--- config.mk ---
export PLATFORM = sky130hd
export DESIGN_NAME = i2c_master_transfer_sequencer
export DESIGN_NICKNAME = d
export VERILOG_FILES = /design/src/rtl/core/i2c_mts_pkg.sv /design/src/rtl/core/i2c_mts_in_reg.sv /design/src/rtl/core/i2c_mts_ctrl.sv /design/src/rtl/core/i2c_mts_out_reg.sv /design/src/rtl/core/i2c_master_transfer_sequencer.sv
export VERILOG_INCLUDE_DIRS = /design/src /design/src/rtl/core
export SDC_FILE = /design/constraint.sdc
export NUM_CORES = 1
export LEC_CHECK = 0
export ABC_AREA = 1
export BUFFER_PORTS_ARGS = -buffer_cell sky130_fd_sc_hd__buf_2
export CELL_PAD_IN_SITES_DETAIL_PLACEMENT = 2
export CELL_PAD_IN_SITES_GLOBAL_PLACEMENT = 2
export CORE_MARGIN = 2
export CORE_UTILIZATION = 32
export CTS_BUF_LIST = sky130_fd_sc_hd__clkbuf_8 sky130_fd_sc_hd__clkbuf_16
export DETAILED_ROUTE_END_ITERATION = 16
export GPL_TIMING_DRIVEN = 0
export PLACE_DENSITY_LB_ADDON = 0.2
export SYNTH_ARGS = -nofsm -noshare
export SYNTH_HDL_FRONTEND = slang
export SYNTH_SLANG_ARGS = --single-unit
--- constraint.sdc ---
create_clock -name clk -period 4.15 [get_ports clk]
set_input_delay 0.6225 -clock clk [delete_from_list [all_inputs] [get_ports clk]]
set_output_delay 0.6225 -clock clk [all_outputs]
set_load 0.01 [all_outputs]
--- src/rtl/core/i2c_master_transfer_sequencer_macros.svh ---
// Assertion macros shared by the I2C master transfer sequencer RTL.
// Depends on nothing; included by the modules that carry assertions.
`ifndef I2C_MASTER_TRANSFER_SEQUENCER_MACROS_SVH
`define I2C_MASTER_TRANSFER_SEQUENCER_MACROS_SVH

// Same-cycle implication, disabled while reset is asserted.
`define MTS_ASSERT_NOW(lbl, clk, rst_n, ante, cons, msg) \
    lbl: assert property (@(posedge clk) disable iff (!rst_n) (ante) |-> (cons)) \
        else $error(msg);

// Next-cycle implication, disabled while reset is asserted.
`define MTS_ASSERT_NEXT(lbl, clk, rst_n, ante, cons, msg) \
    lbl: assert property (@(posedge clk) disable iff (!rst_n) (ante) |=> (cons)) \
        else $error(msg);

`endif

--- src/rtl/core/i2c_mts_pkg.sv ---
// Package for the I2C master transfer sequencer: item and result types
// and the default counter width. Depends on nothing.
package i2c_mts_pkg;

    // Default width of the byte counters.
    localparam int unsigned COUNT_BITS_DEF = 16;

    // One input item as captured by the input register.
    typedef struct packed {
        logic        func;
        logic [7:0]  slave_addr;
        logic [15:0] length;
        logic        trailing_stop;
        logic [7:0]  status;
        logic [7:0]  rx_data;
        logic [7:0]  tx_data;
    } item_t;

    // One action word handed to the output register.
    typedef struct packed {
        logic        assert_start;
        logic        load_data;
        logic [7:0]  data_out;
        logic        clear_start;
        logic        set_ack;
        logic        clear_ack;
        logic        rx_valid;
        logic [7:0]  rx_byte;
        logic [15:0] byte_index;
        logic        finished;
        logic        result_code;
        logic        send_stop;
    } result_t;

endpackage

--- src/rtl/core/i2c_mts_in_reg.sv ---
// Input register of the I2C master transfer sequencer.
// Depends on i2c_mts_pkg for the item type.
module i2c_mts_in_reg
    import i2c_mts_pkg::*;
(
    input  logic  clk,
    input  logic  rst_n,
    input  logic  in_valid,
    output logic  in_stall,
    input  item_t in_item,
    input  logic  take,
    output logic  item_valid,
    output item_t item
);

    logic  valid_reg;
    logic  valid_next;
    item_t item_reg;
    logic  load;

    // The register is free when empty or when its item moves on this cycle.
    assign in_stall = valid_reg && !take;
    assign load     = in_valid && !in_stall;

    always_comb
    begin
        if (load)
        begin
            valid_next = 1'b1;
        end
        else if (take)
        begin
            valid_next = 1'b0;
        end
        else
        begin
            valid_next = valid_reg;
        end
    end

    always_ff @(posedge clk or negedge rst_n)
    begin
        if (!rst_n)
        begin
            valid_reg <= 1'b0;
        end
        else
        begin
            valid_reg <= valid_next;
        end
    end

    // Payload needs no reset.
    always_ff @(posedge clk)
    begin
        if (load)
        begin
            item_reg <= in_item;
        end
    end

    assign item_valid = valid_reg;
    assign item       = item_reg;

endmodule

--- src/rtl/core/i2c_mts_ctrl.sv ---
// Transfer state and status-code decode of the I2C master sequencer.
// Depends on i2c_mts_pkg and the assertion macro header.
`include "i2c_master_transfer_sequencer_macros.svh"

module i2c_mts_ctrl
    import i2c_mts_pkg::*;
#(
    parameter int unsigned COUNT_BITS = COUNT_BITS_DEF
)
(
    input  logic    clk,
    input  logic    rst_n,
    input  logic    fire,
    input  item_t   item,
    output result_t res
);

    // Controller status codes.
    localparam logic [7:0] ST_START       = 8'h08;
    localparam logic [7:0] ST_RSTART      = 8'h10;
    localparam logic [7:0] ST_ADDR_W_ACK  = 8'h18;
    localparam logic [7:0] ST_ADDR_W_NACK = 8'h20;
    localparam logic [7:0] ST_DATA_W_ACK  = 8'h28;
    localparam logic [7:0] ST_DATA_W_NACK = 8'h30;
    localparam logic [7:0] ST_ARB_LOST    = 8'h38;
    localparam logic [7:0] ST_ADDR_R_ACK  = 8'h40;
    localparam logic [7:0] ST_ADDR_R_NACK = 8'h48;
    localparam logic [7:0] ST_DATA_R_ACK  = 8'h50;
    localparam logic [7:0] ST_DATA_R_NACK = 8'h58;

    // Wide enough for both the length field and the counters.
    localparam int unsigned WIDE = (COUNT_BITS > 16) ? COUNT_BITS : 16;

    logic                  active_reg;
    logic                  active_next;
    logic [7:0]            addr_reg;
    logic [7:0]            addr_next;
    logic [COUNT_BITS-1:0] remaining_reg;
    logic [COUNT_BITS-1:0] remaining_next;
    logic [COUNT_BITS-1:0] position_reg;
    logic [COUNT_BITS-1:0] position_next;
    logic                  stop_reg;
    logic                  stop_next;

    logic [WIDE-1:0]       len_wide;
    logic [WIDE-1:0]       pos_wide;
    logic [COUNT_BITS-1:0] rem_dec;
    logic [COUNT_BITS-1:0] pos_inc;
    logic [15:0]           index;

    // Length is cut to the counter width; the index is the low 16 bits
    // of the position.
    assign len_wide = WIDE'(item.length);
    assign pos_wide = WIDE'(position_reg);
    assign index    = pos_wide[15:0];
    assign rem_dec  = remaining_reg - COUNT_BITS'(1);
    assign pos_inc  = position_reg + COUNT_BITS'(1);

    // Decode of one item against the current transfer state.
    always_comb
    begin
        res            = '0;
        active_next    = active_reg;
        addr_next      = addr_reg;
        remaining_next = remaining_reg;
        position_next  = position_reg;
        stop_next      = stop_reg;

        if (!item.func)
        begin
            // A start item opens a transfer, dropping any open one.
            active_next      = 1'b1;
            addr_next        = item.slave_addr;
            remaining_next   = len_wide[COUNT_BITS-1:0];
            position_next    = '0;
            stop_next        = item.trailing_stop;
            res.assert_start = 1'b1;
        end
        else if (active_reg)
        begin
            case (item.status)
                ST_START, ST_RSTART:
                begin
                    res.load_data   = 1'b1;
                    res.data_out    = addr_reg;
                    res.clear_start = 1'b1;
                end
                ST_ADDR_W_NACK, ST_DATA_W_NACK, ST_ARB_LOST, ST_ADDR_R_NACK:
                begin
                    // Errors always end the transfer with STOP.
                    res.finished    = 1'b1;
                    res.result_code = 1'b1;
                    res.send_stop   = 1'b1;
                    active_next     = 1'b0;
                end
                ST_ADDR_W_ACK, ST_DATA_W_ACK:
                begin
                    if (remaining_reg != '0)
                    begin
                        res.load_data  = 1'b1;
                        res.data_out   = item.tx_data;
                        res.byte_index = index;
                        position_next  = pos_inc;
                        remaining_next = rem_dec;
                    end
                    else
                    begin
                        res.finished  = 1'b1;
                        res.send_stop = stop_reg;
                        active_next   = 1'b0;
                    end
                end
                ST_ADDR_R_ACK:
                begin
                    res.set_ack = 1'b1;
                end
                ST_DATA_R_ACK, ST_DATA_R_NACK:
                begin
                    // A count of zero wraps and the read goes on.
                    res.rx_valid   = 1'b1;
                    res.rx_byte    = item.rx_data;
                    res.byte_index = index;
                    position_next  = pos_inc;
                    remaining_next = rem_dec;
                    if (rem_dec == COUNT_BITS'(1))
                    begin
                        res.clear_ack = 1'b1;
                    end
                    else if (rem_dec == '0)
                    begin
                        res.finished  = 1'b1;
                        res.send_stop = stop_reg;
                        active_next   = 1'b0;
                    end
                end
                default:
                begin
                    // Unknown codes leave everything as it is.
                    res = '0;
                end
            endcase
        end
    end

    // State advances only when an item moves into the result register.
    always_ff @(posedge clk or negedge rst_n)
    begin
        if (!rst_n)
        begin
            active_reg    <= 1'b0;
            addr_reg      <= '0;
            remaining_reg <= '0;
            position_reg  <= '0;
            stop_reg      <= 1'b0;
        end
        else if (fire)
        begin
            active_reg    <= active_next;
            addr_reg      <= addr_next;
            remaining_reg <= remaining_next;
            position_reg  <= position_next;
            stop_reg      <= stop_next;
        end
    end

    // Checks on the transfer state.
    `MTS_ASSERT_NEXT(a_finish_closes, clk, rst_n, fire && res.finished, !active_reg, "finished transfer stayed open")
    `MTS_ASSERT_NEXT(a_start_opens, clk, rst_n, fire && !item.func, active_reg && (position_reg == '0), "start item did not open a clean transfer")
    `MTS_ASSERT_NOW(a_idle_silent, clk, rst_n, fire && item.func && !active_reg, res == '0, "status item while idle produced an action")
    `MTS_ASSERT_NOW(a_stop_on_end, clk, rst_n, res.send_stop || res.result_code, res.finished, "stop or error flagged without finish")

endmodule

--- src/rtl/core/i2c_mts_out_reg.sv ---
// Result register of the I2C master transfer sequencer.
// Depends on i2c_mts_pkg for the result type.
module i2c_mts_out_reg
    import i2c_mts_pkg::*;
(
    input  logic    clk,
    input  logic    rst_n,
    input  logic    item_valid,
    input  result_t res,
    output logic    take,
    output logic    out_valid,
    input  logic    out_stall,
    output result_t out_res
);

    logic    valid_reg;
    logic    valid_next;
    result_t res_reg;
    logic    fire;

    // A new result may enter when empty or when the held one leaves.
    assign take = !valid_reg || !out_stall;
    assign fire = item_valid && take;

    always_comb
    begin
        if (fire)
        begin
            valid_next = 1'b1;
        end
        else if (!out_stall)
        begin
            valid_next = 1'b0;
        end
        else
        begin
            valid_next = valid_reg;
        end
    end

    always_ff @(posedge clk or negedge rst_n)
    begin
        if (!rst_n)
        begin
            valid_reg <= 1'b0;
        end
        else
        begin
            valid_reg <= valid_next;
        end
    end

    always_ff @(posedge clk)
    begin
        if (fire)
        begin
            res_reg <= res;
        end
    end

    assign out_valid = valid_reg;
    assign out_res   = res_reg;

endmodule

--- src/rtl/core/i2c_master_transfer_sequencer.sv ---
// Top level of the I2C master transfer sequencer.
// Depends on i2c_mts_pkg, i2c_mts_in_reg, i2c_mts_ctrl and i2c_mts_out_reg.
//
//   channel   handshake              payload
//   input     in_valid / in_stall    func slave_addr length trailing_stop
//                                    status rx_data tx_data
//   output    out_valid / out_stall  assert_start load_data data_out
//                                    clear_start set_ack clear_ack rx_valid
//                                    rx_byte byte_index finished
//                                    result_code send_stop
//
// One item per cycle sustained while out_stall is low; each item gives
// exactly one result. From acceptance to out_valid, the input register
// takes the item, and one pass of status decode and counter update
// fills the result register once that register can take a new result.
// rst_n clears the transfer state and both valid flags at once.
// A stall on the output holds the result and backs up into in_stall.
module i2c_master_transfer_sequencer
    import i2c_mts_pkg::*;
#(
    parameter int unsigned COUNT_BITS = COUNT_BITS_DEF
)
(
    input  logic        clk,
    input  logic        rst_n,
    input  logic        in_valid,
    output logic        in_stall,
    input  logic        func,
    input  logic [7:0]  slave_addr,
    input  logic [15:0] length,
    input  logic        trailing_stop,
    input  logic [7:0]  status,
    input  logic [7:0]  rx_data,
    input  logic [7:0]  tx_data,
    output logic        out_valid,
    input  logic        out_stall,
    output logic        assert_start,
    output logic        load_data,
    output logic [7:0]  data_out,
    output logic        clear_start,
    output logic        set_ack,
    output logic        clear_ack,
    output logic        rx_valid,
    output logic [7:0]  rx_byte,
    output logic [15:0] byte_index,
    output logic        finished,
    output logic        result_code,
    output logic        send_stop
);

    item_t   in_item;
    item_t   item;
    logic    item_valid;
    logic    take;
    result_t res;
    result_t out_res;

    // Gather the input fields into one item.
    assign in_item.func          = func;
    assign in_item.slave_addr    = slave_addr;
    assign in_item.length        = length;
    assign in_item.trailing_stop = trailing_stop;
    assign in_item.status        = status;
    assign in_item.rx_data       = rx_data;
    assign in_item.tx_data       = tx_data;

    i2c_mts_in_reg u_in_reg (
        .clk        (clk),
        .rst_n      (rst_n),
        .in_valid   (in_valid),
        .in_stall   (in_stall),
        .in_item    (in_item),
        .take       (take),
        .item_valid (item_valid),
        .item       (item)
    );

    i2c_mts_ctrl #(
        .COUNT_BITS (COUNT_BITS)
    ) u_ctrl (
        .clk   (clk),
        .rst_n (rst_n),
        .fire  (item_valid && take),
        .item  (item),
        .res   (res)
    );

    i2c_mts_out_reg u_out_reg (
        .clk        (clk),
        .rst_n      (rst_n),
        .item_valid (item_valid),
        .res        (res),
        .take       (take),
        .out_valid  (out_valid),
        .out_stall  (out_stall),
        .out_res    (out_res)
    );

    // Spread the held result onto the output fields.
    assign assert_start = out_res.assert_start;
    assign load_data    = out_res.load_data;
    assign data_out     = out_res.data_out;
    assign clear_start  = out_res.clear_start;
    assign set_ack      = out_res.set_ack;
    assign clear_ack    = out_res.clear_ack;
    assign rx_valid     = out_res.rx_valid;
    assign rx_byte      = out_res.rx_byte;
    assign byte_index   = out_res.byte_index;
    assign finished     = out_res.finished;
    assign result_code  = out_res.result_code;
    assign send_stop    = out_res.send_stop;

endmodule
Word level (Yosys, flattened, before mapping)

Cells that the tools add are included.

Add/subtract/negate cells: 2
Eq/ne operators: 16
Mux-type cells: 35
Bitwise logic cells: 1
Reductions and logical operators: 19

Operators with widths:

| cell                                                                     | number |
|---|---|
| 16-bit 2-to-1 mux                                                        | 7 |
| 16-bit case mux with 2 select lines                                      | 3 |
| 8-bit by 6-bit == test with 1-bit output (second input constant)         | 4 |
| 8-bit by 7-bit == test with 1-bit output (second input constant)         | 4 |
| 1-bit 2-to-1 mux                                                         | 19 |
| 9-bit 2-to-1 mux                                                         | 2 |
| 9-bit case mux with 2 select lines                                       | 1 |
| 16-bit by 1-bit adder with 16-bit output (second input constant)         | 1 |
| 16-bit by 1-bit == test with 1-bit output (second input constant)        | 1 |
| 8-bit by 5-bit == test with 1-bit output (second input constant)         | 2 |
| 16-bit zero test                                                         | 1 |
| 16-bit nonzero test                                                      | 1 |
| 16-bit by 1-bit subtractor with 16-bit output (second input constant)    | 1 |
| 1-bit case mux with 3 select lines                                       | 3 |
| 8-bit by 4-bit == test with 1-bit output (second input constant)         | 1 |
| 2-bit OR reduction                                                       | 3 |
| 1-bit zero test                                                          | 4 |
| 2-bit by 1-bit inequality test with 1-bit output (second input constant) | 2 |
| 2-bit AND reduction                                                      | 2 |
| 4-bit AND reduction                                                      | 1 |
| 4-bit OR reduction                                                       | 1 |
| 1-bit logical AND                                                        | 3 |
| 3-bit by 1-bit inequality test with 1-bit output (second input constant) | 1 |
| 3-bit by 2-bit inequality test with 1-bit output (second input constant) | 1 |
| 4 further kinds                                                          | 4 |

Register bits after elaboration: 135
Output and inout port bits: 43
Logic and storage cells: 99

Depth between registers and ports, before layout

Depth after elaboration: 7
Depth in mapped cells: 15
Mapped depth without buffers: 15

By module

A second synthesis with hierarchy kept.

Cells, all modules: 622
Area, all modules: 6095.8 um2

Modules (own cells, without submodules):

| module                        | times used | cells each | area an instance (um2) |
|---|---|---|---|
| i2c_mts_ctrl                  | 1          | 517        | 3256.9 |
| i2c_mts_in_reg                | 1          | 57         | 1559.0 |
| i2c_mts_out_reg               | 1          | 46         | 1272.5 |
| i2c_master_transfer_sequencer | 1          | 2          | 7.5 |

Worst setup path after synthesis

OpenSTA, ideal clock, no wires.

Kind: input to register
From: in out_stall
To: reg u_ctrl.addr_reg[0]
Setup time: 0.127 ns
Data arrival time: 3.985 ns
Data required time: 4.023 ns
Path slack: 0.038 ns
Stages: 3
Path buffers: 0
Cells stage by stage: a21oi_1 -> nand2_1 -> mux2_2

Cells in the longest elaborated chain, start to end: 4

Ends and longest elaborated chain:

| what                                 | RTL line                            | RTL |
|---|---|---|
| start: declaration                   | i2c_master_transfer_sequencer.sv:36 | `input logic out_stall,` |
| 1-bit zero test                      | i2c_mts_out_reg.sv:22               | `assign take = !valid_reg \|\| !out_stall;` |
| 1-bit logical OR                     | i2c_mts_out_reg.sv:22               |  |
| 1-bit logical AND                    | i2c_master_transfer_sequencer.sv:83 | `.fire (item_valid && take),` |
| 2-bit AND reduction (no source line) | n/a                                 |  |
| end signal: assignment               | i2c_mts_ctrl.sv:159                 | `addr_reg <= addr_next;` |
| end: declaration                     | i2c_mts_ctrl.sv:36                  | `logic [7:0] addr_reg;` |

Every way passes these cells.
A chain may end at the register's enable or synchronous reset.

Worst setup path in the final report

From: reg u_ctrl.remaining_reg[1]
To: reg u_out_reg.res_reg (netlist bit u_out_reg.out_res[13]) (data pin)

Cells in the longest elaborated chain, start to end: 3

Ends and longest elaborated chain:

| what                                | RTL line              | RTL |
|---|---|---|
| start: declaration                  | i2c_mts_ctrl.sv:38    | `logic [COUNT_BITS-1:0] remaining_reg;` |
| start signal: assignment            | i2c_mts_ctrl.sv:160   | `remaining_reg <= remaining_next;` |
| 16-bit nonzero test                 | i2c_mts_ctrl.sv:98    | `if (remaining_reg != '0)` |
| 16-bit 2-to-1 mux                   | i2c_mts_ctrl.sv:98    |  |
| 16-bit case mux with 2 select lines | i2c_mts_ctrl.sv:81    | `case (item.status)` |
| end signal: assignment              | i2c_mts_out_reg.sv:57 | `res_reg <= res;` |
| end: declaration                    | i2c_mts_out_reg.sv:18 | `result_t res_reg;` |

Every way passes these cells.

==> flow_summary.rst <==
.. list-table::
   :header-rows: 1

   * - Metric
     - Value
   * - Number of flip-flops under the largest register name
     - 50
   * - Diode insertion count for antenna repair
     - 0
   * - Cell area after placement
     - 6790 um^2
   * - Fillcell total
     - 1981
   * - Hold Path Sink
     - u_in_reg.item[12]$_DFFE_PP_
   * - CTS tree
     - yes
   * - Most common library cell in the layout ignoring fill and taps
     - sky130_fd_sc_hd__nand2_1
   * - Switching fraction of total power
     - 32.4%
   * - Register-to-register setup slack
     - 1790 ps
   * - Total Die Area
     - 19800 um^2
   * - Setup repair after global routing missed its margin
     - no
   * - CTS clock-pin slew for the worst setup and hold paths
     - 60 ps
   * - Result of the run
     - complete, no violations
   * - Type of the worst min-delay path
     - primary input to flop
   * - Power Internal
     - 2.78 mW
   * - Standby leakage power
     - 3.13 nW
   * - Combinational fraction of design power
     - 21.3%
   * - Net switching power
     - 1.33 mW
   * - Total via count in the routed design
     - 4555
   * - Vias in the first global route
     - 5179
   * - Total clock buffers created by CTS
     - 17
   * - Antenna viol nets, final
     - 0
   * - Number of H-tree levels
     - 4
   * - Largest net degree at the start of global routing
     - 45
   * - Type of destination of the critical path
     - flop
   * - Routed length per instance
     - 18.0 um
   * - Boundary pin count
     - 97
   * - Upper clock frequency limit
     - 424 MHz
   * - Global-route wire length before repair
     - 28000 um
   * - Vias per cell
     - 4.79
   * - Peak fanout along the critical path
     - 10
   * - CP max stage delay
     - 410 ps
   * - Maximum clock insertion buffer count
     - 2
   * - Worst Setup Start Kind
     - flop
   * - Power Dens Cells
     - 558 nW/um^2
   * - DRC Markers
     - 0
   * - Final hold violations
     - 0
   * - Synthesized netlist cell count
     - 592
   * - Number of different library cells in the post-synthesis netlist
     - 34
   * - Total number of clock tree sinks
     - 135
   * - Cell occurring most often along the worst timing path
     - sky130_fd_sc_hd__inv_2
   * - Layout area overhead
     - 23.3%
   * - Summed negative setup slack over all endpoints
     - 0 ps
   * - Final RePlAce weighted congestion
     - 0.793
   * - Synth Area per Inst
     - 10.1 um^2
   * - Mapped Nets
     - 650
   * - Crit-path slowest cell
     - sky130_fd_sc_hd__dfrtp_1
   * - Starting utilization of the core area
     - 32.9%
   * - Flip-flop and latch count after synthesis
     - 135
   * - Commonest non-fill, non-tap cells in the layout
     - sky130_fd_sc_hd__nand2_1, sky130_fd_sc_hd__buf_2, sky130_fd_sc_hd__edfxtp_1, sky130_fd_sc_hd__nor2_1, sky130_fd_sc_hd__inv_1
   * - Critical path data required time
     - 4300 ps
   * - Sequential share of power
     - 43.3%
   * - Count of hold-fix buffers inserted at cts
     - 0
   * - Drt first pass iters
     - 4
   * - Standard-cell row count
     - 49
   * - Maximum vdd ir drop
     - 0.000355 V
   * - Post-DP HPWL
     - 12400 um
   * - Final slew viol count
     - 0
   * - Port Buffer Count
     - 96
   * - R2r worst-path depth
     - 10
   * - Worst reg2reg path endpoint
     - u_out_reg.out_res[13]$_SDFFCE_PN0P_
   * - Y dimension of the die
     - 141 um
   * - Drt total wl
     - 17100 um
   * - Cells resized by post-CTS repair
     - 0
   * - Total setup buffers inserted after CTS
     - 0
   * - Worst clock skew
     - 8.20 ps
   * - Starting DRC count in detailed routing
     - 162
   * - Clk root buf
     - sky130_fd_sc_hd__clkbuf_16
   * - Time the final worst path needs with I/O delays and setup
     - 2360 ps
   * - Syn Std Cell Area
     - 5970 um^2
   * - Relative slew margins
     - 23.8%
   * - Post-layout instance area
     - 7360 um^2
   * - Overall power
     - 4.11 mW
   * - Horizontal extent of the die
     - 141 um
   * - Initial antenna violation count
     - 0
   * - Count of final setup violators
     - 0
   * - List of cells traversed by the critical path
     - inv_1 -> ha_1 -> nand2_2 -> inv_2 -> nand3_1 -> nand2_1 -> inv_2 -> nor2_2 -> buf_2 -> nor3_1
   * - Slew at the pin closest to its max-slew limit
     - 1140 ps
   * - Clock latency reported for the late side of the worst-skew pair
     - 420 ps
   * - Post-synthesis sequential area ratio
     - 64.2%
   * - Final global-route overflow total
     - 0
   * - Clock network power share
     - 35.4%
   * - Standard cell core area
     - 18100 um^2
   * - Worst setup path class
     - flop to flop
   * - Number of instances on the worst hold path
     - 1
   * - Total number of yosys warnings
     - 0
   * - Arrival time of data at the critical path endpoint
     - 2510 ps
   * - Share of post-route cells with drive strength above 1
     - 23.0%
   * - Reported max-cap violation count
     - 0
   * - Total GRT Usage
     - 18.5%
   * - Hold Path Origin
     - rx_data[4]
   * - Launch instance of the worst register-to-register path
     - u_ctrl.remaining_reg[1]$_DFFE_PN0P_
   * - Period Utilization, post-route
     - 56.8%
   * - Number of nets in the final layout
     - 767
-- layer usage --
layer / global-route usage, % / wire length, um / vias up
met5: 0 / 0 / -
met4: 5.89 / 243 / 0
met3: 2.91 / 435 / 17
met2: 33.1 / 8850 / 76
met1: 22.9 / 7560 / 2264
li1: - / - / 2198
-- Yosys cell counts (all sizes together) --
| cell type | count | area, um^2 |
|---|---|---|
| a21boi | 1 | 7.51 |
| a21oi | 14 | 70.1 |
| a31oi | 1 | 6.26 |
| and2 | 1 | 6.26 |
| buf | 9 | 45.1 |
| clkbuf | 5 | 18.8 |
| clkinv | 1 | 3.75 |
| dfrtp | 44 | 1100 |
| edfxtp | 91 | 2730 |
| ha | 4 | 50.1 |
| inv | 60 | 225 |
| mux2 | 9 | 101 |
| nand2 | 165 | 624 |
| nand3 | 34 | 170 |
| nand3b | 2 | 27.5 |
| nand4 | 4 | 25.0 |
| nor2 | 70 | 288 |
| nor3 | 20 | 116 |
| nor3b | 1 | 7.51 |
| nor4 | 4 | 25.0 |
| o21ai | 37 | 185 |
| o31ai | 1 | 7.51 |
| xnor2 | 1 | 8.76 |
| xor2 | 13 | 114 |
-- critical path, delay by kind of cell, from the launching register on --
family,cells,cell delay (ps)
adders and majority gates,1,230
buffers and inverters,4,630
DFF,1,410
and+or+nand+nor,5,810
-- logic make-up (layout without fill, tap and decap cells) --
logic type / Yosys count / after routing / synth area share, %
compound gates: 54 / 54 / 4.63
buf+inv: 75 / 205 / 4.91
simple gates: 301 / 301 / 21.6
mux: 9 / 9 / 1.70
flops: 135 / 135 / 64.2
xor+xnor: 14 / 14 / 2.05
fa+ha+maj: 4 / 4 / 0.839
-- power groups by stage --
stage          Combinational, mW  Sequential, mW  Clock [mW]
4_1_cts                    0.895            1.78        1.49
6_report                   0.874            1.78        1.45
3_3_place_gp               0.819            1.80           0
2_1_floorplan              0.567            1.79           0
3_5_place_dp               0.876            1.81           0
5_1_grt                    0.998            1.81        1.54
-- how the worst max path moves through the flow --
stage	start	endpoint	slack, ps	cells after the start
floorplan	out_stall	u_ctrl.addr_reg[0]$_DFFE_PN0P_	40	3
global placement	out_stall	u_ctrl.addr_reg[7]$_DFFE_PN0P_	-2110	4
detailed placement	out_stall	u_ctrl.addr_reg[0]$_DFFE_PN0P_	1450	4
CTS	u_out_reg.out_valid$_DFFE_PN0P_	u_ctrl.stop_reg$_DFFE_PN0P_	1740	3
global route	u_ctrl.remaining_reg[1]$_DFFE_PN0P_	u_out_reg.out_res[13]$_SDFFCE_PN0P_	1550	10
finish	u_ctrl.remaining_reg[1]$_DFFE_PN0P_	u_out_reg.out_res[13]$_SDFFCE_PN0P_	1790	10
-- area by class of cell --
type	count	area (um^2)	area share, %
sequential	135	3830	52.1
multi-input combinational	382	1850	25.2
timing repair buffer	98	528	7.18
clock buffer	18	439	5.97
tap	229	287	3.89
inverter	61	229	3.11
clock inverter	14	125	1.70
buffer	14	63.8	0.867
-- through the flow --
stage	setup slack, ps	cells	util, %	hold slack, ps
6_report	1790	951	40.5	371
5_1_grt	1550	951	40.5	360
4_1_cts	1740	951	40.5	352
3_5_place_dp	1450	919	37.4	475
3_3_place_gp	-2110	917	37.1	446
2_1_floorplan	38.0	592	-	327
(Power assumes the default switching activity.)
